## config.mk

```make
export PLATFORM = sky130hd
export DESIGN_NAME = rain_run_pressure_averager
export DESIGN_NICKNAME = d
export VERILOG_FILES = /design/src/rrpa_pkg.sv /design/src/rrpa_accum.sv /design/src/rrpa_div.sv /design/src/rain_run_pressure_averager.sv
export SDC_FILE = /design/constraint.sdc
export NUM_CORES = 1
export LEC_CHECK = 0
export ABC_AREA = 1
export BUFFER_PORTS_ARGS = -buffer_cell sky130_fd_sc_hd__clkbuf_2
export CAP_MARGIN = 20
export CORE_ASPECT_RATIO = 1.75
export CORE_MARGIN = 4
export CORE_UTILIZATION = 25
export CTS_BUF_LIST = sky130_fd_sc_hd__clkbuf_4
export DETAILED_ROUTE_END_ITERATION = 8
export GPL_TIMING_DRIVEN = 0
export PLACE_DENSITY_LB_ADDON = 0.15
export SLEW_MARGIN = 5
export SYNTH_ARGS = -nofsm -noshare
export SYNTH_HDL_FRONTEND = slang
export SYNTH_SLANG_ARGS = --single-unit
export TNS_END_PERCENT = 5
```

## constraint.sdc

```tcl
create_clock -name clk -period 5.6 [get_ports clk]
set_clock_uncertainty 0.15 [all_clocks]
set_input_delay 0.28 -clock clk [delete_from_list [all_inputs] [get_ports clk]]
set_output_delay 0.28 -clock clk [all_outputs]
set_load 0.01 [all_outputs]
```

## src/rrpa_pkg.sv

```systemverilog
`timescale 1ns / 1ps
// ----------------------------------------------------------------------------
// rrpa_pkg
// Shared widths, constants and types of the rainy-run pressure averager.
// ----------------------------------------------------------------------------
package rrpa_pkg;

  localparam int COUNT_BITS    = 16;
  localparam int PRESSURE_BITS = 14;
  localparam int STATION_BITS  = 32;
  localparam int HOUR_BITS     = 5;
  localparam int RAIN_BITS     = 16;

  // Sum of up to 2^COUNT_BITS-1 pressures, plus the rounding term, fits here
  localparam int SUM_BITS  = COUNT_BITS + PRESSURE_BITS;
  localparam int STEP_BITS = $clog2(SUM_BITS + 1);

  localparam logic [RAIN_BITS-1:0]  THRESH_RESET = RAIN_BITS'(100);
  localparam logic [COUNT_BITS-1:0] COUNT_MAX    = {COUNT_BITS{1'b1}};

  // Sequencer states of the top level
  typedef enum logic {
    ST_IDLE,
    ST_DIV
  } state_t;

  // Open-run bookkeeping handed from the accumulator to the top level
  typedef struct packed {
    logic                     in_run;
    logic [STATION_BITS-1:0]  station;
    logic [HOUR_BITS-1:0]     hour;
    logic [PRESSURE_BITS-1:0] prior;
    logic [SUM_BITS-1:0]      sum;
    logic [COUNT_BITS-1:0]    count;
    logic                     overflow;
  } run_t;

endpackage

```

## src/rrpa_accum.sv

```systemverilog
`timescale 1ns / 1ps
// ----------------------------------------------------------------------------
// rrpa_accum
// Classifies each accepted word as rainy or dry and keeps the open run:
// latched station, hour and prior pressure, pressure sum and sample count.
// ----------------------------------------------------------------------------
module rrpa_accum
  import rrpa_pkg::*;
(
  input  logic                     clk,
  input  logic                     rst_n,
  input  logic                     accept,
  input  logic [STATION_BITS-1:0]  station_code,
  input  logic [HOUR_BITS-1:0]     hour_of_day,
  input  logic [RAIN_BITS-1:0]     rain_amount,
  input  logic [PRESSURE_BITS-1:0] pressure,
  input  logic [RAIN_BITS-1:0]     threshold,
  output run_t                     run,
  output logic                     close
);

  run_t                     run_r, run_nxt;
  logic [PRESSURE_BITS-1:0] prev_r, prev_nxt;
  logic                     rainy;

  assign rainy = rain_amount > threshold;
  assign close = accept && !rainy && run_r.in_run;
  assign run   = run_r;

  // Open, extend or close the run; track the last pressure seen
  always_comb begin
    run_nxt  = run_r;
    prev_nxt = prev_r;
    if (accept) begin
      prev_nxt = pressure;
      if (rainy) begin
        if (!run_r.in_run) begin
          run_nxt.in_run   = 1'b1;
          run_nxt.station  = station_code;
          run_nxt.hour     = hour_of_day;
          run_nxt.prior    = prev_r;
          run_nxt.sum      = SUM_BITS'(pressure);
          run_nxt.count    = COUNT_BITS'(1);
          run_nxt.overflow = 1'b0;
        end else if (run_r.count == COUNT_MAX) begin
          run_nxt.overflow = 1'b1;
        end else begin
          run_nxt.sum   = run_r.sum + SUM_BITS'(pressure);
          run_nxt.count = run_r.count + COUNT_BITS'(1);
        end
      end else begin
        // sum, count and latches stay put until the mean is taken
        run_nxt.in_run = 1'b0;
      end
    end
  end

  always_ff @(posedge clk) begin
    if (!rst_n) begin
      run_r  <= '0;
      prev_r <= '0;
    end else begin
      run_r  <= run_nxt;
      prev_r <= prev_nxt;
    end
  end

endmodule

```

## src/rrpa_div.sv

```systemverilog
`timescale 1ns / 1ps
// ----------------------------------------------------------------------------
// rrpa_div
// Bit-serial restoring divider: the dividend shifts out of a shift register
// one bit per cycle while quotient bits shift in behind it.
// ----------------------------------------------------------------------------
module rrpa_div
  import rrpa_pkg::*;
(
  input  logic                  clk,
  input  logic                  rst_n,
  input  logic                  start,
  input  logic [SUM_BITS-1:0]   dividend,
  input  logic [COUNT_BITS-1:0] divisor,
  output logic                  done,
  output logic [SUM_BITS-1:0]   quotient
);

  logic [SUM_BITS-1:0]   quo_r, quo_nxt;
  logic [COUNT_BITS:0]   rem_r, rem_nxt;
  logic [COUNT_BITS-1:0] dvs_r, dvs_nxt;
  logic [STEP_BITS-1:0]  step_r, step_nxt;
  logic                  busy_r, busy_nxt;
  logic                  done_r, done_nxt;
  logic [COUNT_BITS:0]   rem_sh;
  logic [COUNT_BITS+1:0] diff;
  logic                  ge;

  // One quotient bit per cycle: shift, trial subtract, keep or restore
  assign rem_sh = {rem_r[COUNT_BITS-1:0], quo_r[SUM_BITS-1]};
  assign diff   = {1'b0, rem_sh} - {2'b00, dvs_r};
  assign ge     = !diff[COUNT_BITS+1];

  always_comb begin
    quo_nxt  = quo_r;
    rem_nxt  = rem_r;
    dvs_nxt  = dvs_r;
    step_nxt = step_r;
    busy_nxt = busy_r;
    done_nxt = done_r;
    if (start) begin
      quo_nxt  = dividend;
      rem_nxt  = '0;
      dvs_nxt  = divisor;
      step_nxt = '0;
      busy_nxt = 1'b1;
      done_nxt = 1'b0;
    end else if (busy_r) begin
      quo_nxt  = {quo_r[SUM_BITS-2:0], ge};
      rem_nxt  = ge ? diff[COUNT_BITS:0] : rem_sh;
      step_nxt = step_r + STEP_BITS'(1);
      if (step_r == STEP_BITS'(SUM_BITS - 1)) begin
        busy_nxt = 1'b0;
        done_nxt = 1'b1;
      end
    end
  end

  always_ff @(posedge clk) begin
    if (!rst_n) begin
      busy_r <= 1'b0;
      done_r <= 1'b0;
      step_r <= '0;
    end else begin
      busy_r <= busy_nxt;
      done_r <= done_nxt;
      step_r <= step_nxt;
    end
  end

  // Datapath shift registers
  always_ff @(posedge clk) begin
    quo_r <= quo_nxt;
    rem_r <= rem_nxt;
    dvs_r <= dvs_nxt;
  end

  assign done     = done_r;
  assign quotient = quo_r;

endmodule

```

## src/rain_run_pressure_averager.sv

```systemverilog
`timescale 1ns / 1ps
// ----------------------------------------------------------------------------
// rain_run_pressure_averager
// Groups consecutive rainy hourly samples into runs and reports, for each
// run, its start, length, surrounding pressures and rounded mean pressure.
// ----------------------------------------------------------------------------
// Usage:
//   Input words (station, hour, rain, pressure) arrive on in_valid/in_ready;
//   result words leave on out_valid/out_ready. cfg_wr_en with cfg_wr_data
//   sets the rain threshold (reset 100) and is taken in the same cycle.
//   A word that opens, extends or does not touch a run is absorbed and
//   in_ready stays high. The dry word that closes a run starts a serial
//   divider for the mean: one quotient bit per cycle over the
//   COUNT_BITS+PRESSURE_BITS = 30 bit dividend. in_ready stays low until
//   the finished mean has been loaded into the output register.
//   The result sits in an output register; further words that give no
//   result keep being taken while out_valid waits for out_ready. If a new
//   mean is finished while the old result still waits, it holds in the
//   divider and the input stays stalled until the receiver takes the word.
//   Synchronous reset clears the run, the prior pressure (reads 0 before
//   the first sample), the output valid and sets the threshold to 100.
// ----------------------------------------------------------------------------
module rain_run_pressure_averager
  import rrpa_pkg::*;
(
  input  logic                     clk,
  input  logic                     rst_n,
  input  logic                     in_valid,
  output logic                     in_ready,
  input  logic [STATION_BITS-1:0]  in_station_code,
  input  logic [HOUR_BITS-1:0]     in_hour_of_day,
  input  logic [RAIN_BITS-1:0]     in_rain_amount,
  input  logic [PRESSURE_BITS-1:0] in_pressure,
  output logic                     out_valid,
  input  logic                     out_ready,
  output logic [STATION_BITS-1:0]  out_run_station,
  output logic [HOUR_BITS-1:0]     out_run_start_hour,
  output logic [COUNT_BITS-1:0]    out_run_length,
  output logic [PRESSURE_BITS-1:0] out_pressure_before,
  output logic [PRESSURE_BITS-1:0] out_pressure_mean,
  output logic [PRESSURE_BITS-1:0] out_pressure_after,
  output logic                     out_length_saturated,
  input  logic                     cfg_wr_en,
  input  logic [RAIN_BITS-1:0]     cfg_wr_data
);

  state_t                   state_r, state_nxt;
  logic [RAIN_BITS-1:0]     thresh_r;
  logic [PRESSURE_BITS-1:0] after_r, after_nxt;
  logic                     ovalid_r, ovalid_nxt;
  logic                     load_out;
  logic                     accept;
  logic                     close;
  logic                     div_start;
  logic                     div_done;
  logic [SUM_BITS-1:0]      dividend;
  logic [SUM_BITS-1:0]      quotient;
  run_t                     run;

  logic [STATION_BITS-1:0]  station_r;
  logic [HOUR_BITS-1:0]     hour_r;
  logic [COUNT_BITS-1:0]    length_r;
  logic [PRESSURE_BITS-1:0] prior_r;
  logic [PRESSURE_BITS-1:0] mean_r;
  logic [PRESSURE_BITS-1:0] oafter_r;
  logic                     sat_r;

  assign in_ready = (state_r == ST_IDLE);
  assign accept   = in_valid && in_ready;

  rrpa_accum u_accum (
    .clk          (clk),
    .rst_n        (rst_n),
    .accept       (accept),
    .station_code (in_station_code),
    .hour_of_day  (in_hour_of_day),
    .rain_amount  (in_rain_amount),
    .pressure     (in_pressure),
    .threshold    (thresh_r),
    .run          (run),
    .close        (close)
  );

  // Round to nearest: add half the count before dividing
  assign dividend  = run.sum + SUM_BITS'(run.count >> 1);
  assign div_start = close;

  rrpa_div u_div (
    .clk      (clk),
    .rst_n    (rst_n),
    .start    (div_start),
    .dividend (dividend),
    .divisor  (run.count),
    .done     (div_done),
    .quotient (quotient)
  );

  // Threshold register
  always_ff @(posedge clk) begin
    if (!rst_n) begin
      thresh_r <= THRESH_RESET;
    end else if (cfg_wr_en) begin
      thresh_r <= cfg_wr_data;
    end
  end

  // Sequence: absorb words, divide on close, hand the result to the output
  always_comb begin
    state_nxt  = state_r;
    after_nxt  = after_r;
    ovalid_nxt = ovalid_r;
    load_out   = 1'b0;
    if (ovalid_r && out_ready) begin
      ovalid_nxt = 1'b0;
    end
    unique case (state_r)
      ST_IDLE: begin
        if (close) begin
          after_nxt = in_pressure;
          state_nxt = ST_DIV;
        end
      end
      ST_DIV: begin
        if (div_done && (!ovalid_r || out_ready)) begin
          load_out   = 1'b1;
          ovalid_nxt = 1'b1;
          state_nxt  = ST_IDLE;
        end
      end
      default: state_nxt = ST_IDLE;
    endcase
  end

  always_ff @(posedge clk) begin
    if (!rst_n) begin
      state_r  <= ST_IDLE;
      ovalid_r <= 1'b0;
    end else begin
      state_r  <= state_nxt;
      ovalid_r <= ovalid_nxt;
    end
  end

  always_ff @(posedge clk) begin
    after_r <= after_nxt;
  end

  // Output register
  always_ff @(posedge clk) begin
    if (load_out) begin
      station_r <= run.station;
      hour_r    <= run.hour;
      length_r  <= run.count;
      prior_r   <= run.prior;
      mean_r    <= quotient[PRESSURE_BITS-1:0];
      oafter_r  <= after_r;
      sat_r     <= run.overflow;
    end
  end

  assign out_valid            = ovalid_r;
  assign out_run_station      = station_r;
  assign out_run_start_hour   = hour_r;
  assign out_run_length       = length_r;
  assign out_pressure_before  = prior_r;
  assign out_pressure_mean    = mean_r;
  assign out_pressure_after   = oafter_r;
  assign out_length_saturated = sat_r;

endmodule

```

# Yosys cells after proc, flatten, opt, wreduce, memory -nomap -nowiden
# Cells that the tools add are included.
# op_classes
n_eq_ne	4
reduce_logical	16
mux	18
n_bitwise	3
addsub	5
order_cmp	1
# ops
operator	count
30-bit two-way mux	2
47-bit two-way mux	1
46-bit two-way mux	1
30-bit by 14-bit adder with 30-bit output	1
30-bit by 15-bit adder with 30-bit output	1
17-bit by 16-bit subtractor with 18-bit output	1
16-bit by 1-bit adder with 16-bit output (second input constant)	1
16-bit equality test (second input constant)	1
16-bit > comparator	1
16-bit two-way mux	1
1-bit two-way mux	12
3-bit AND reduction	3
5-bit by 1-bit adder with 5-bit output (second input constant)	1
5-bit equality test (second input constant)	1
1-bit logical AND	5
2-bit inequality test (second input constant)	2
2-bit AND reduction	2
1-bit zero test	3
1-bit inverter	3
1-bit case mux with 2 select lines	1
2-bit nonzero test	1
2-bit OR reduction	1
1-bit logical OR	1
# totals
regBits	310
inputBits	88
out_inout_bits	98
wordCells	72

# Logic depth before layout (Yosys ltp)
# Gate-level depths: netlist of the first run.
# depth
depth_word	6
mapped_depth	17
ltp_nobuf	16

# Modules after synthesis
# A second synthesis of the first run with hierarchy kept.
# hier_totals
cells_unflattened	2170
hier_area_um2	16418.2
# modules_own_cells
mod	cells_per_inst	area_per_inst_um2	instances
rrpa_accum	1149	6936.7	1
rain_run_pressure_averager	520	5544.1	1
rrpa_div	501	3937.5	1

# Least setup slack after synthesis of the first run
# No wires, ideal clock.
# synth_path
kind	reg-to-reg
from	register ovalid_r, in the netlist out_valid
to	register sat_r, in the netlist out_length_saturated, enable pin
setup_slack_ns	0.425
arrival_ns	4.474
stages_incl_launch_ff	4
required_ns	4.899
n_path_buf	0
setup_ns	0.551
cell_sequence	dfxtp_1 -> nand2_1 -> nand2_1 -> nor2_1
# synth_between
elab_chain_cells	5
# synth_lines
item	line	text
start: declaration	rain_run_pressure_averager.sv:50	logic ovalid_r, ovalid_nxt;
start signal: assignment	rain_run_pressure_averager.sv:140	ovalid_r <= ovalid_nxt;
1-bit zero test	rain_run_pressure_averager.sv:124	if (div_done && (!ovalid_r || out_ready)) begin
1-bit logical OR	rain_run_pressure_averager.sv:124	
1-bit logical AND	rain_run_pressure_averager.sv:124	
1-bit two-way mux	rain_run_pressure_averager.sv:124	
1-bit two-way mux	rain_run_pressure_averager.sv:116	unique case (state_r)
named net load_out	rain_run_pressure_averager.sv:51	logic load_out;
end signal: assignment	rain_run_pressure_averager.sv:157	sat_r <= run.overflow;
end: declaration	rain_run_pressure_averager.sv:66	logic sat_r;
# The timed path passes the listed nets, and every way through them passes these cells.
# A chain may end at the register's enable or synchronous reset.

# Worst setup path after layout of the first run
# layout_path
from	register thresh_r[9]
to	register u_div.quo_r[28], in the netlist u_div.quotient[28] (data pin)
# layout_between
elab_chain_cells	5
# layout_lines
item	line	text
start: declaration	rain_run_pressure_averager.sv:48	logic [RAIN_BITS-1:0] thresh_r;
start signal: assignment	rain_run_pressure_averager.sv:103	thresh_r <= cfg_wr_data;
16-bit > comparator	rrpa_accum.sv:26	assign rainy = rain_amount > threshold;
1-bit zero test	rrpa_accum.sv:27	assign close = accept && !rainy && run_r.in_run;
1-bit logical AND (2 in series)	rrpa_accum.sv:27	
named net close	rain_run_pressure_averager.sv:53	logic close;
30-bit two-way mux	rrpa_div.sv:41	if (start) begin
named net u_div.quo_nxt[28]	rrpa_div.sv:19	logic [SUM_BITS-1:0] quo_r, quo_nxt;
end signal: assignment	rrpa_div.sv:73	quo_r <= quo_nxt;
end: declaration	rrpa_div.sv:19	
# The timed path passes the listed nets, and every way through them passes these cells.

==> results of run 1 <==
[per-layer routing]
| layer | track usage, % | up-vias | part of all wire [%] |
|---|---|---|---|
| met5 | 0 | - | 0 |
| met4 | 10.5 | 0 | 6.7 |
| met3 | 2.95 | 141 | 4.8 |
| met2 | 30.3 | 405 | 54 |
| met1 | 14.8 | 6529 | 35 |
| li1 | - | 7353 | - |
[report_power, final]
part           total [mW]  internal (mW)  switching [mW]
Combinational        1.46          0.548           0.916
Clock                2.04           1.06           0.984
Sequential           2.63           2.53           0.107
Total                6.14           4.13            2.01
[final cells by class]
cell class,count,area share (%)
plain buffers,58,1.63
clock inverters,18,0.457
clock buffers,130,4.82
repair buffers,326,11.7
diodes,3,0.0371
inverters,259,4.80
multi-input cells,1394,33.2
flip-flops and latches,310,38.4
well taps,799,4.94
[worst paths after layout]
| path | to | slack (ps) | depth (start not counted) |
|---|---|---|---|
| max reg2reg | u_div.quotient[28]$_DFFE_PP_ | 2160 | 12 |
| max | u_div.quotient[28]$_DFFE_PP_ | 2160 | 12 |
| min reg2reg | out_pressure_after[6]$_DFFE_PP_ | 270 | 0 |
| min | u_accum.run[89]$_SDFFE_PN0P_ | 120 | 4 |
[logic make-up (layout without fill, tap and decap cells)]
group / count (synthesis) / count (layout) / synth area share (%)
adder cells (fa/ha/maj): 67 / 67 / 5.45
AO/OA/AOI/OAI: 202 / 202 / 6.56
XOR/XNOR: 43 / 43 / 2.38
other: 0 / 3 / 0
AND/OR/NAND/NOR: 1082 / 1082 / 28.2
buffers and inverters: 317 / 791 / 8.25
flip-flops: 310 / 310 / 49.2
[per-stage QoR]
| step | power, mW | std cells | area (sq um) |
|---|---|---|---|
| finish | 6.14 | 3297 | 20200 |
| global placement | 4.07 | 3005 | 17700 |
| floorplan | 3.64 | 2021 | 15800 |
| CTS | 6.28 | 3294 | 20200 |
| global route | 6.59 | 3297 | 20200 |
| detailed placement | 4.08 | 3008 | 17800 |
[cell usage in the layout, fill, tap and decap left out, types with 3 or more instances in the layout]
cell type / count
nand2_1: 601
nor2_1: 279
inv_1: 255
clkbuf_2: 185
edfxtp_1: 156
dfxtp_1: 154
dlygate4sd3_1: 138
clkbuf_4: 130
nand3_1: 126
a21oi_1: 102
o21ai_0: 89
ha_1: 64
nand4_1: 31
xor2_1: 28
clkbuf_1: 27
nor3_1: 16
xnor2_1: 15
buf_2: 12
clkinv_1: 10
buf_6: 9
buf_4: 8
nand2_2: 7
inv_2: 5
o21ai_1: 4
diode_2: 3
nor2_4: 3
and2_1: 3
fa_1: 3
buf_12: 3
[registers in the layout, summed over array words and instances, names as in the netlist]
name	count
out_pressure_before	14
out_length_saturated	1
out_pressure_mean	14
out_valid	1
state_r	1
u_accum.run	99
u_div.done	1
out_run_start_hour	5
out_pressure_after	14
after_r	14
u_div.busy_r	1
u_accum.prev_r	14
out_run_station	32
thresh_r	16
u_div.dvs_r	16
out_run_length	16
u_div.step_r	5
u_div.rem_r	16
u_div.quotient	30
[critical path, cell delays in order, from the launching register on]
cell	delay [ps]
dfxtp_1	310
inv_1	50
ha_1	290
a21oi_1	150
o21ai_0	120
a21oi_1	290
nand2_4	190
nand2_2	110
nand2_2	190
inv_2	220
buf_2	600
nand3_1	330
nand2_1	170
==> results.toml, run 1 <==
[die]
die_h_microns = 340
rows = 121
initial_core_util_pct = 25.3
ios = 186
core_sq_um = 62400
die_area_sq_um = 67400
fp.dieW_microns = 198

[finish]
regArea_sq_um = 7770
multi_input_area_sq_um = 6730
fillCellCount = 6703
area_growth_pct = 28.2
drive_gt1_share_pct = 15.3
nNetsFinal = 2586
final_util_pct = 32.5

[critical_path]
crit_required_ps = 6050
cp-start-kind = "flip-flop"
setup.worst_path.class = "reg -> reg"
critPathArrivalTime_ps = 3890
critPathMaxFanout = 25
cp-startpoint = "thresh_r[9]$_SDFFE_PN0P_"
regToRegStartpoint = "thresh_r[9]$_SDFFE_PN0P_"
cp-end-kind = "flip-flop"

[logic_synthesis]
syn_nets = 2176
seq_area_frac_synth_pct = 49.2
yosysMostFrequentCell = "nand2_1"
synthTopCellsByArea = "edfxtp_1 (30%), dfxtp_1 (20%), nand2_1 (14%), nor2_1 (6.7%), inv_1 (6.1%)"
ys_ff_latch = 310
yosysTopAreaCell = "edfxtp_1"
ys_warn_count = 0
synth-async-reset-ratio_pct = 0
syn_area_sq_um = 15800
synthCells = 2021
synth.top_cell.area_share_pct = 29.7
synth_edf_count = 156
syn_avg_cell_area_sq_um = 7.81
yosys-top-cells-count = "nand2_1 (601), nor2_1 (280), inv_1 (255)"
ys.flop_type = "edfxtp_1"
synth_cell_types = 41

[grt]
grt_overflow = 0
antenna_found_initial = 2
grt_max_degree = 36
grt_first_pass_wirelength_microns = 81600
grt_pass1_vias = 14600
grt_util_all_layers_pct = 15.8

[clock_tree]
cts_tree = "done"
post_cts_resized = 0
cts_buffers = 82
clk_pin_slew_ps = 70
clk_latency_ps = 840
holdBufCountCts = 138
cts_max_level = 3
post_cts_buffers = 0
cts.sinks = 310
cts_buffer_depth = 3
clockRootBuffer = "clkbuf_4"

[status]
outcome = "completed"

[placement]
portBuffers = 185
hpwl_microns = 41600
gp_congestion = 0.908
dp_slack_ps = 2150

[timing]
setup_tns_ps = 0
rsz0062_at_grt = "false"
final.hold.worst_slack_ps = 123
worst_slew_pin_slew_ps = 913
max_freq_mhz = 291
drv_slew = 0
period_needed_ps = 3440
slew_headroom_pct = 39.1
setup_viol = 0
fin_crit_sh_pct = 61.4
hold_viol = 0
setup_ws_ps = 2160

[power_and_ir_drop]
ir_drop_uv = 132
p_per_area_nw_per_um2 = 303
p_leak_nw = 9.37

[detailed_routing]
drc = 0
wire_per_inst_microns = 16.4
drtAntennaViolNets = 0
drt-pass1-iter-count = 5
vias_per_cell = 4.38
vias = 14400
initialDrtViolationCount = 598
wirelength_microns = 54100

[worst_hold_path]
worstHoldStart = "in_station_code[23]"
hold_class = "in -> reg"

[job]
maxCapViolations = 0
Power figures use the tool's default switching activity.
==> run 2: changes to the inputs <==
==> constraint.sdc (replaced) <==
create_clock -name clk -period 2.75 [get_ports clk]
set_clock_uncertainty 0.15 [all_clocks]
set_input_delay 0.1375 -clock clk [delete_from_list [all_inputs] [get_ports clk]]
set_output_delay 0.1375 -clock clk [all_outputs]
set_load 0.01 [all_outputs]
==> run 2 against run 1 <==
Effect of this change:
- worst hold slack lost 75 ps
- register-to-register slack worse by 2000 ps
- non-clock buffer count grew 47
- design area is 3.2% higher
- total power increased by 110%
- largest power group unchanged
- highest routed layer unchanged
==> results.toml, run 2 (synthesized netlist as in run 1, its figures left out) <==
[clock_tree]
cts_tree = "done"
cts_buffer_depth = 3
cts_max_level = 3
cts.sinks = 310
cts_buffers = 84
clockRootBuffer = "clkbuf_4"
clk_latency_ps = 870
clk_pin_slew_ps = 70

[detailed_routing]
vias_per_cell = 4.37
drc = 0
drt-pass1-iter-count = 5
drtAntennaViolNets = 0
vias = 14700
wirelength_microns = 55400
wire_per_inst_microns = 16.5
initialDrtViolationCount = 642

[timing]
period_needed_ps = 2610
rsz0062_at_grt = "true"
max_freq_mhz = 383
setup_viol = 0
slew_headroom_pct = 37.4
setup_ws_ps = 136
fin_crit_sh_pct = 95.1
hold_viol = 0
worst_slew_pin_slew_ps = 938
drv_slew = 0

[power_and_ir_drop]
p_int_mw = 8.51
p_per_area_nw_per_um2 = 609
switching_share_pct = 33.1
p_sw_mw = 4.21
ir_drop_uv = 389
comb_power_share_pct = 24.1
clockPowerShare_pct = 33.8
p_seq_share_pct = 42.2
p_leak_nw = 9.63

[finish]
fillCellCount = 6652
final_common_cell = "nand2_1"
drive_gt1_share_pct = 15.7
area_growth_pct = 32.2
final_util_pct = 33.5
nNetsFinal = 2635
largest_reg_flops = 99
layout_common_cells = "nand2_1 (600), nor2_1 (279), inv_1 (254), clkbuf_2 (186), dlygate4sd3_1 (177)"
multi_input_area_sq_um = 6780
regArea_sq_um = 7770

[grt]
antenna_found_initial = 2
grt_util_all_layers_pct = 16.3
grt_pass1_vias = 15000
grt_first_pass_wirelength_microns = 84100
grt_overflow = 0
grt_max_degree = 36

[critical_path]
r2r_cells = 11
cp-end-kind = "flip-flop"
cpPeakStageDelay_ps = 770
crit_required_ps = 3330
crit_top_cell = "nand2_1"
crit_family = "buffers and inverters"
cp-start-kind = "flip-flop"
cp_cell_sequence = "inv_1 > ha_1 > nand2_1 > nor2_2 > nand2_1 > nand2_1 > nand2_1 > nand2_4 > dlygate4sd3_1 > nand4_1 > a21oi_1"
setup.worst_path.class = "reg -> reg"
slowest_stage = "dlygate4sd3_1"
critPathArrivalTime_ps = 3190
crit_buf_inv = 2
path_depth = 11
critPathMaxFanout = 4

[die]
core_sq_um = 62400
initial_core_util_pct = 25.3
rows = 121
die_h_microns = 340
fp.dieW_microns = 198
ios = 186
die_area_sq_um = 67400

[placement]
gp_congestion = 0.938
hpwl_microns = 41600
portBuffers = 185
dp_slack_ps = -660

[job]
maxCapViolations = 0

[status]
outcome = "completed"

[worst_hold_path]
hold_class = "in -> reg"
worstHoldPathCells = 4
==> run 2: path summary, 6_finish.rpt <==
kind,from,endpoint,slack (ps)
hold / removal,rst_n,u_div.done$_SDFFE_PP0P_,50
setup / recovery,thresh_r[7]$_SDFFE_PN0P_,u_accum.run[2]$_SDFFE_PN0P_,140
hold reg to reg,u_accum.run[57]$_SDFFE_PN0P_,out_pressure_before[10]$_DFFE_PP_,260
setup reg to reg,thresh_r[7]$_SDFFE_PN0P_,u_accum.run[2]$_SDFFE_PN0P_,140
==> run 2: through the flow <==
| stage | instances | instance area (sq um) | total power, mW | hold WS (ps) | setup TNS (ps) |
|---|---|---|---|---|---|
| floorplan | 2021 | 15800 | 7.41 | 86.4 | 0 |
| global placement | 3005 | 17700 | 8.29 | 211 | -93610 |
| detailed placement | 3009 | 17800 | 8.30 | 208 | -33320 |
| CTS | 3349 | 20800 | 13.0 | 5.00 | 0 |
| global route | 3352 | 20900 | 13.6 | 93.0 | -4.96 |
| finish | 3352 | 20900 | 12.7 | 48.6 | 0 |
==> run 2: worst min-delay path: cells and delay by family <==
family	cells	cell delay, ps
buffers and inverters	2	480
and+or+nand+nor	2	320
==> run 2: layout make-up <==
| class | instances | share of cell area (%) |
|---|---|---|
| diodes | 2 | 0.0240 |
| plain buffers | 58 | 1.76 |
| clock buffers | 123 | 4.42 |
| clock inverters | 34 | 0.929 |
| inverters | 259 | 4.69 |
| multi-input cells | 1394 | 32.4 |
| flip-flops and latches | 310 | 37.2 |
| well taps | 799 | 4.79 |
| repair buffers | 373 | 13.7 |
==> run 2: power by group through the flow <==
stage	Sequential, mW	Combinational, mW	Clock [mW]
after floorplan	5.37	2.03	0
after global placement	5.46	2.83	0
after detailed placement	5.47	2.83	0
after CTS	5.37	3.08	4.51
after global routing	5.39	3.48	4.76
final	5.36	3.06	4.29
==> run 2: per-layer routing <==
metal	wire, microns	GRT usage (%)	vias up
li1	-	-	7444
met1	19400	15.3	6764
met2	31100	32.7	344
met3	2330	2.71	98
met4	2540	8.13	0
met5	0	0	-
==> run 2: what timing repair did <==
action,4_1_cts,5_1_grt
pin swaps,3,1
setup buffers,6,1
cloned,0,0
hold endpoints to repair,157,0
gates resized for setup,13,14
hold buffers,177,0
setup endpoints to repair,80,78
==> run 3: changes to the inputs <==
==> constraint.sdc (replaced) <==
create_clock -name clk -period 3 [get_ports clk]
set_clock_uncertainty 0.15 [all_clocks]
set_input_delay 0.15 -clock clk [delete_from_list [all_inputs] [get_ports clk]]
set_output_delay 0.15 -clock clk [all_outputs]
set_load 0.01 [all_outputs]
==> run 3 against run 2 <==
Effect of this change:
- maximum frequency shrank 5.9%
- total power shrank 8.4%
- via count is essentially flat
- design area shrank 0.43%
- die area is the same
- largest cell class unchanged
- highest routed layer unchanged
==> results.toml, run 3 (synthesized netlist as in run 1, its figures left out) <==
[critical_path]
r2r_end = "after_r[1]$_DFFE_PP_"
regToRegStartpoint = "thresh_r[9]$_SDFFE_PN0P_"
cp-end-kind = "flip-flop"
r2r_cells = 12
rrSetupSlack_ps = 220
crit_required_ps = 3420
cp-start-kind = "flip-flop"
critPathMaxFanout = 14
setup.worst_path.class = "reg -> reg"
critPathArrivalTime_ps = 3200

[placement]
dp.cells = 3009
portBuffers = 185
dp_slack_ps = -410
hpwl_microns = 41600
gp_congestion = 0.938

[power_and_ir_drop]
p_per_area_nw_per_um2 = 560
switching_share_pct = 33.1
comb_power_share_pct = 24.0
p_sw_mw = 3.86
p_seq_share_pct = 42.2
p_leak_nw = 9.58
clockPowerShare_pct = 33.8
ir_drop_uv = 356
p_int_mw = 7.79

[grt]
antenna_found_initial = 2
grt_first_pass_wirelength_microns = 83800
grt_overflow = 0
grt_pass1_vias = 14900
grt_max_degree = 36
grt_util_all_layers_pct = 16.2

[detailed_routing]
wirelength_microns = 55100
initialDrtViolationCount = 615
vias_per_cell = 4.37
drtAntennaViolNets = 0
wire_per_inst_microns = 16.5
drc = 0
drt-pass1-iter-count = 6
vias = 14600

[timing]
final.hold.worst_slack_ps = 36.6
hold_viol = 0
period_needed_ps = 2780
rsz0062_at_grt = "false"
max_freq_mhz = 360
slew_headroom_pct = 38.7
setup_viol = 0
worst_slew_pin_slew_ps = 919
fin_crit_sh_pct = 92.6
setup_ws_ps = 222
drv_slew = 0
setup_tns_ps = 0

[die]
initial_core_util_pct = 25.3
die_h_microns = 340
core_sq_um = 62400
ios = 186
rows = 121
die_area_sq_um = 67400
fp.dieW_microns = 198

[finish]
fillCellCount = 6650
nNetsFinal = 2630
layout_common_cells = "nand2_1 (601), nor2_1 (279), inv_1 (254), clkbuf_2 (185), dlygate4sd3_1 (178)"
multi_input_area_sq_um = 6750
final_common_cell = "nand2_1"
area_growth_pct = 31.7
largest_reg_flops = 99
drive_gt1_share_pct = 15.1
regArea_sq_um = 7770
finalNonFillerCells = 3347

[clock_tree]
cts_tree = "done"
clk_latency_ps = 860
cts_buffer_depth = 3
cts_max_level = 3
clockRootBuffer = "clkbuf_4"
cts.sinks = 310
cts_buffers = 84
clk_pin_slew_ps = 70

[job]
maxCapViolations = 0

[worst_hold_path]
hold_class = "in -> reg"
worstHoldPathCells = 4
worstHoldStart = "rst_n"
hold-path-endpoint = "u_div.done$_SDFFE_PP0P_"

[status]
outcome = "completed"
-- run 3: cell count changes in the layout (fill, tap and decap cells not counted), sizes merged --
cell         previous run  this run
buf                    41        36
clkbuf                336       335
dlygate4sd3           177       178
-- run 3: worst max path at each step --
| stage | start | endpoint | cells past startpoint |
|---|---|---|---|
| after floorplan | out_valid$_SDFF_PN0_ | out_length_saturated$_DFFE_PP_ | 3 |
| after global placement | out_valid$_SDFF_PN0_ | out_pressure_mean[12]$_DFFE_PP_ | 3 |
| after detailed placement | thresh_r[9]$_SDFFE_PN0P_ | u_div.quotient[28]$_DFFE_PP_ | 12 |
| after CTS | thresh_r[9]$_SDFFE_PN0P_ | u_div.quotient[28]$_DFFE_PP_ | 12 |
| after global routing | u_accum.run[2]$_SDFFE_PN0P_ | u_div.quotient[20]$_DFFE_PP_ | 12 |
| final | thresh_r[9]$_SDFFE_PN0P_ | after_r[1]$_DFFE_PP_ | 12 |
-- run 3: final cells by class --
class	instances	share of cell area [%]
Sequential cell	310	37.4
Multi-Input combinational cell	1394	32.5
Timing Repair Buffer	368	13.6
Tap cell	799	4.81
Inverter	259	4.69
Clock buffer	123	4.44
Buffer	58	1.65
Clock inverter	34	0.933
Antenna cell	2	0.0241
-- run 3: power groups by stage --
stage / Clock [mW] / Sequential [mW] / Combinational [mW]
after floorplan: 0 / 4.92 / 1.87
after global placement: 0 / 5.01 / 2.59
after detailed placement: 0 / 5.01 / 2.60
after CTS: 4.14 / 4.92 / 2.81
after global routing: 4.36 / 4.94 / 3.18
final: 3.94 / 4.92 / 2.79
-- run 3: metrics by stage --
stage	util, %	instance area, sq um	power (mW)
finish	33.3	20800	11.6
global route	33.3	20800	12.5
CTS	33.3	20800	11.9
detailed placement	28.6	17800	7.61
global placement	28.4	17700	7.60
floorplan	-	15800	6.79
-- run 3: routing by layer --
| metal | part of all wire (%) | GRT usage (%) | vias to the layer above |
|---|---|---|---|
| met3 | 4.1 | 2.70 | 109 |
| met2 | 56 | 32.7 | 368 |
| met5 | 0 | 0 | - |
| li1 | - | - | 7440 |
| met1 | 35 | 15.1 | 6725 |
| met4 | 4.7 | 7.92 | 0 |
-- run 3: worst max-delay path: stages, from the launching register on --
cell	delay, ps
dfxtp_1	310
inv_1	50
ha_1	300
nand4_1	160
nor3_4	230
nand2_1	130
nand2_4	180
nand2_2	100
nand2_4	140
buf_6	220
buf_6	220
clkinvlp_4	120
buf_12	160
-- run 3: what timing repair did --
action | CTS | global route
setup endpoints to repair | 74 | 3
resized for setup | 7 | 2
hold buffers | 178 | 0
setup buffers | 1 | 0
gates cloned | 0 | 0
hold endpoints to repair | 154 | 0
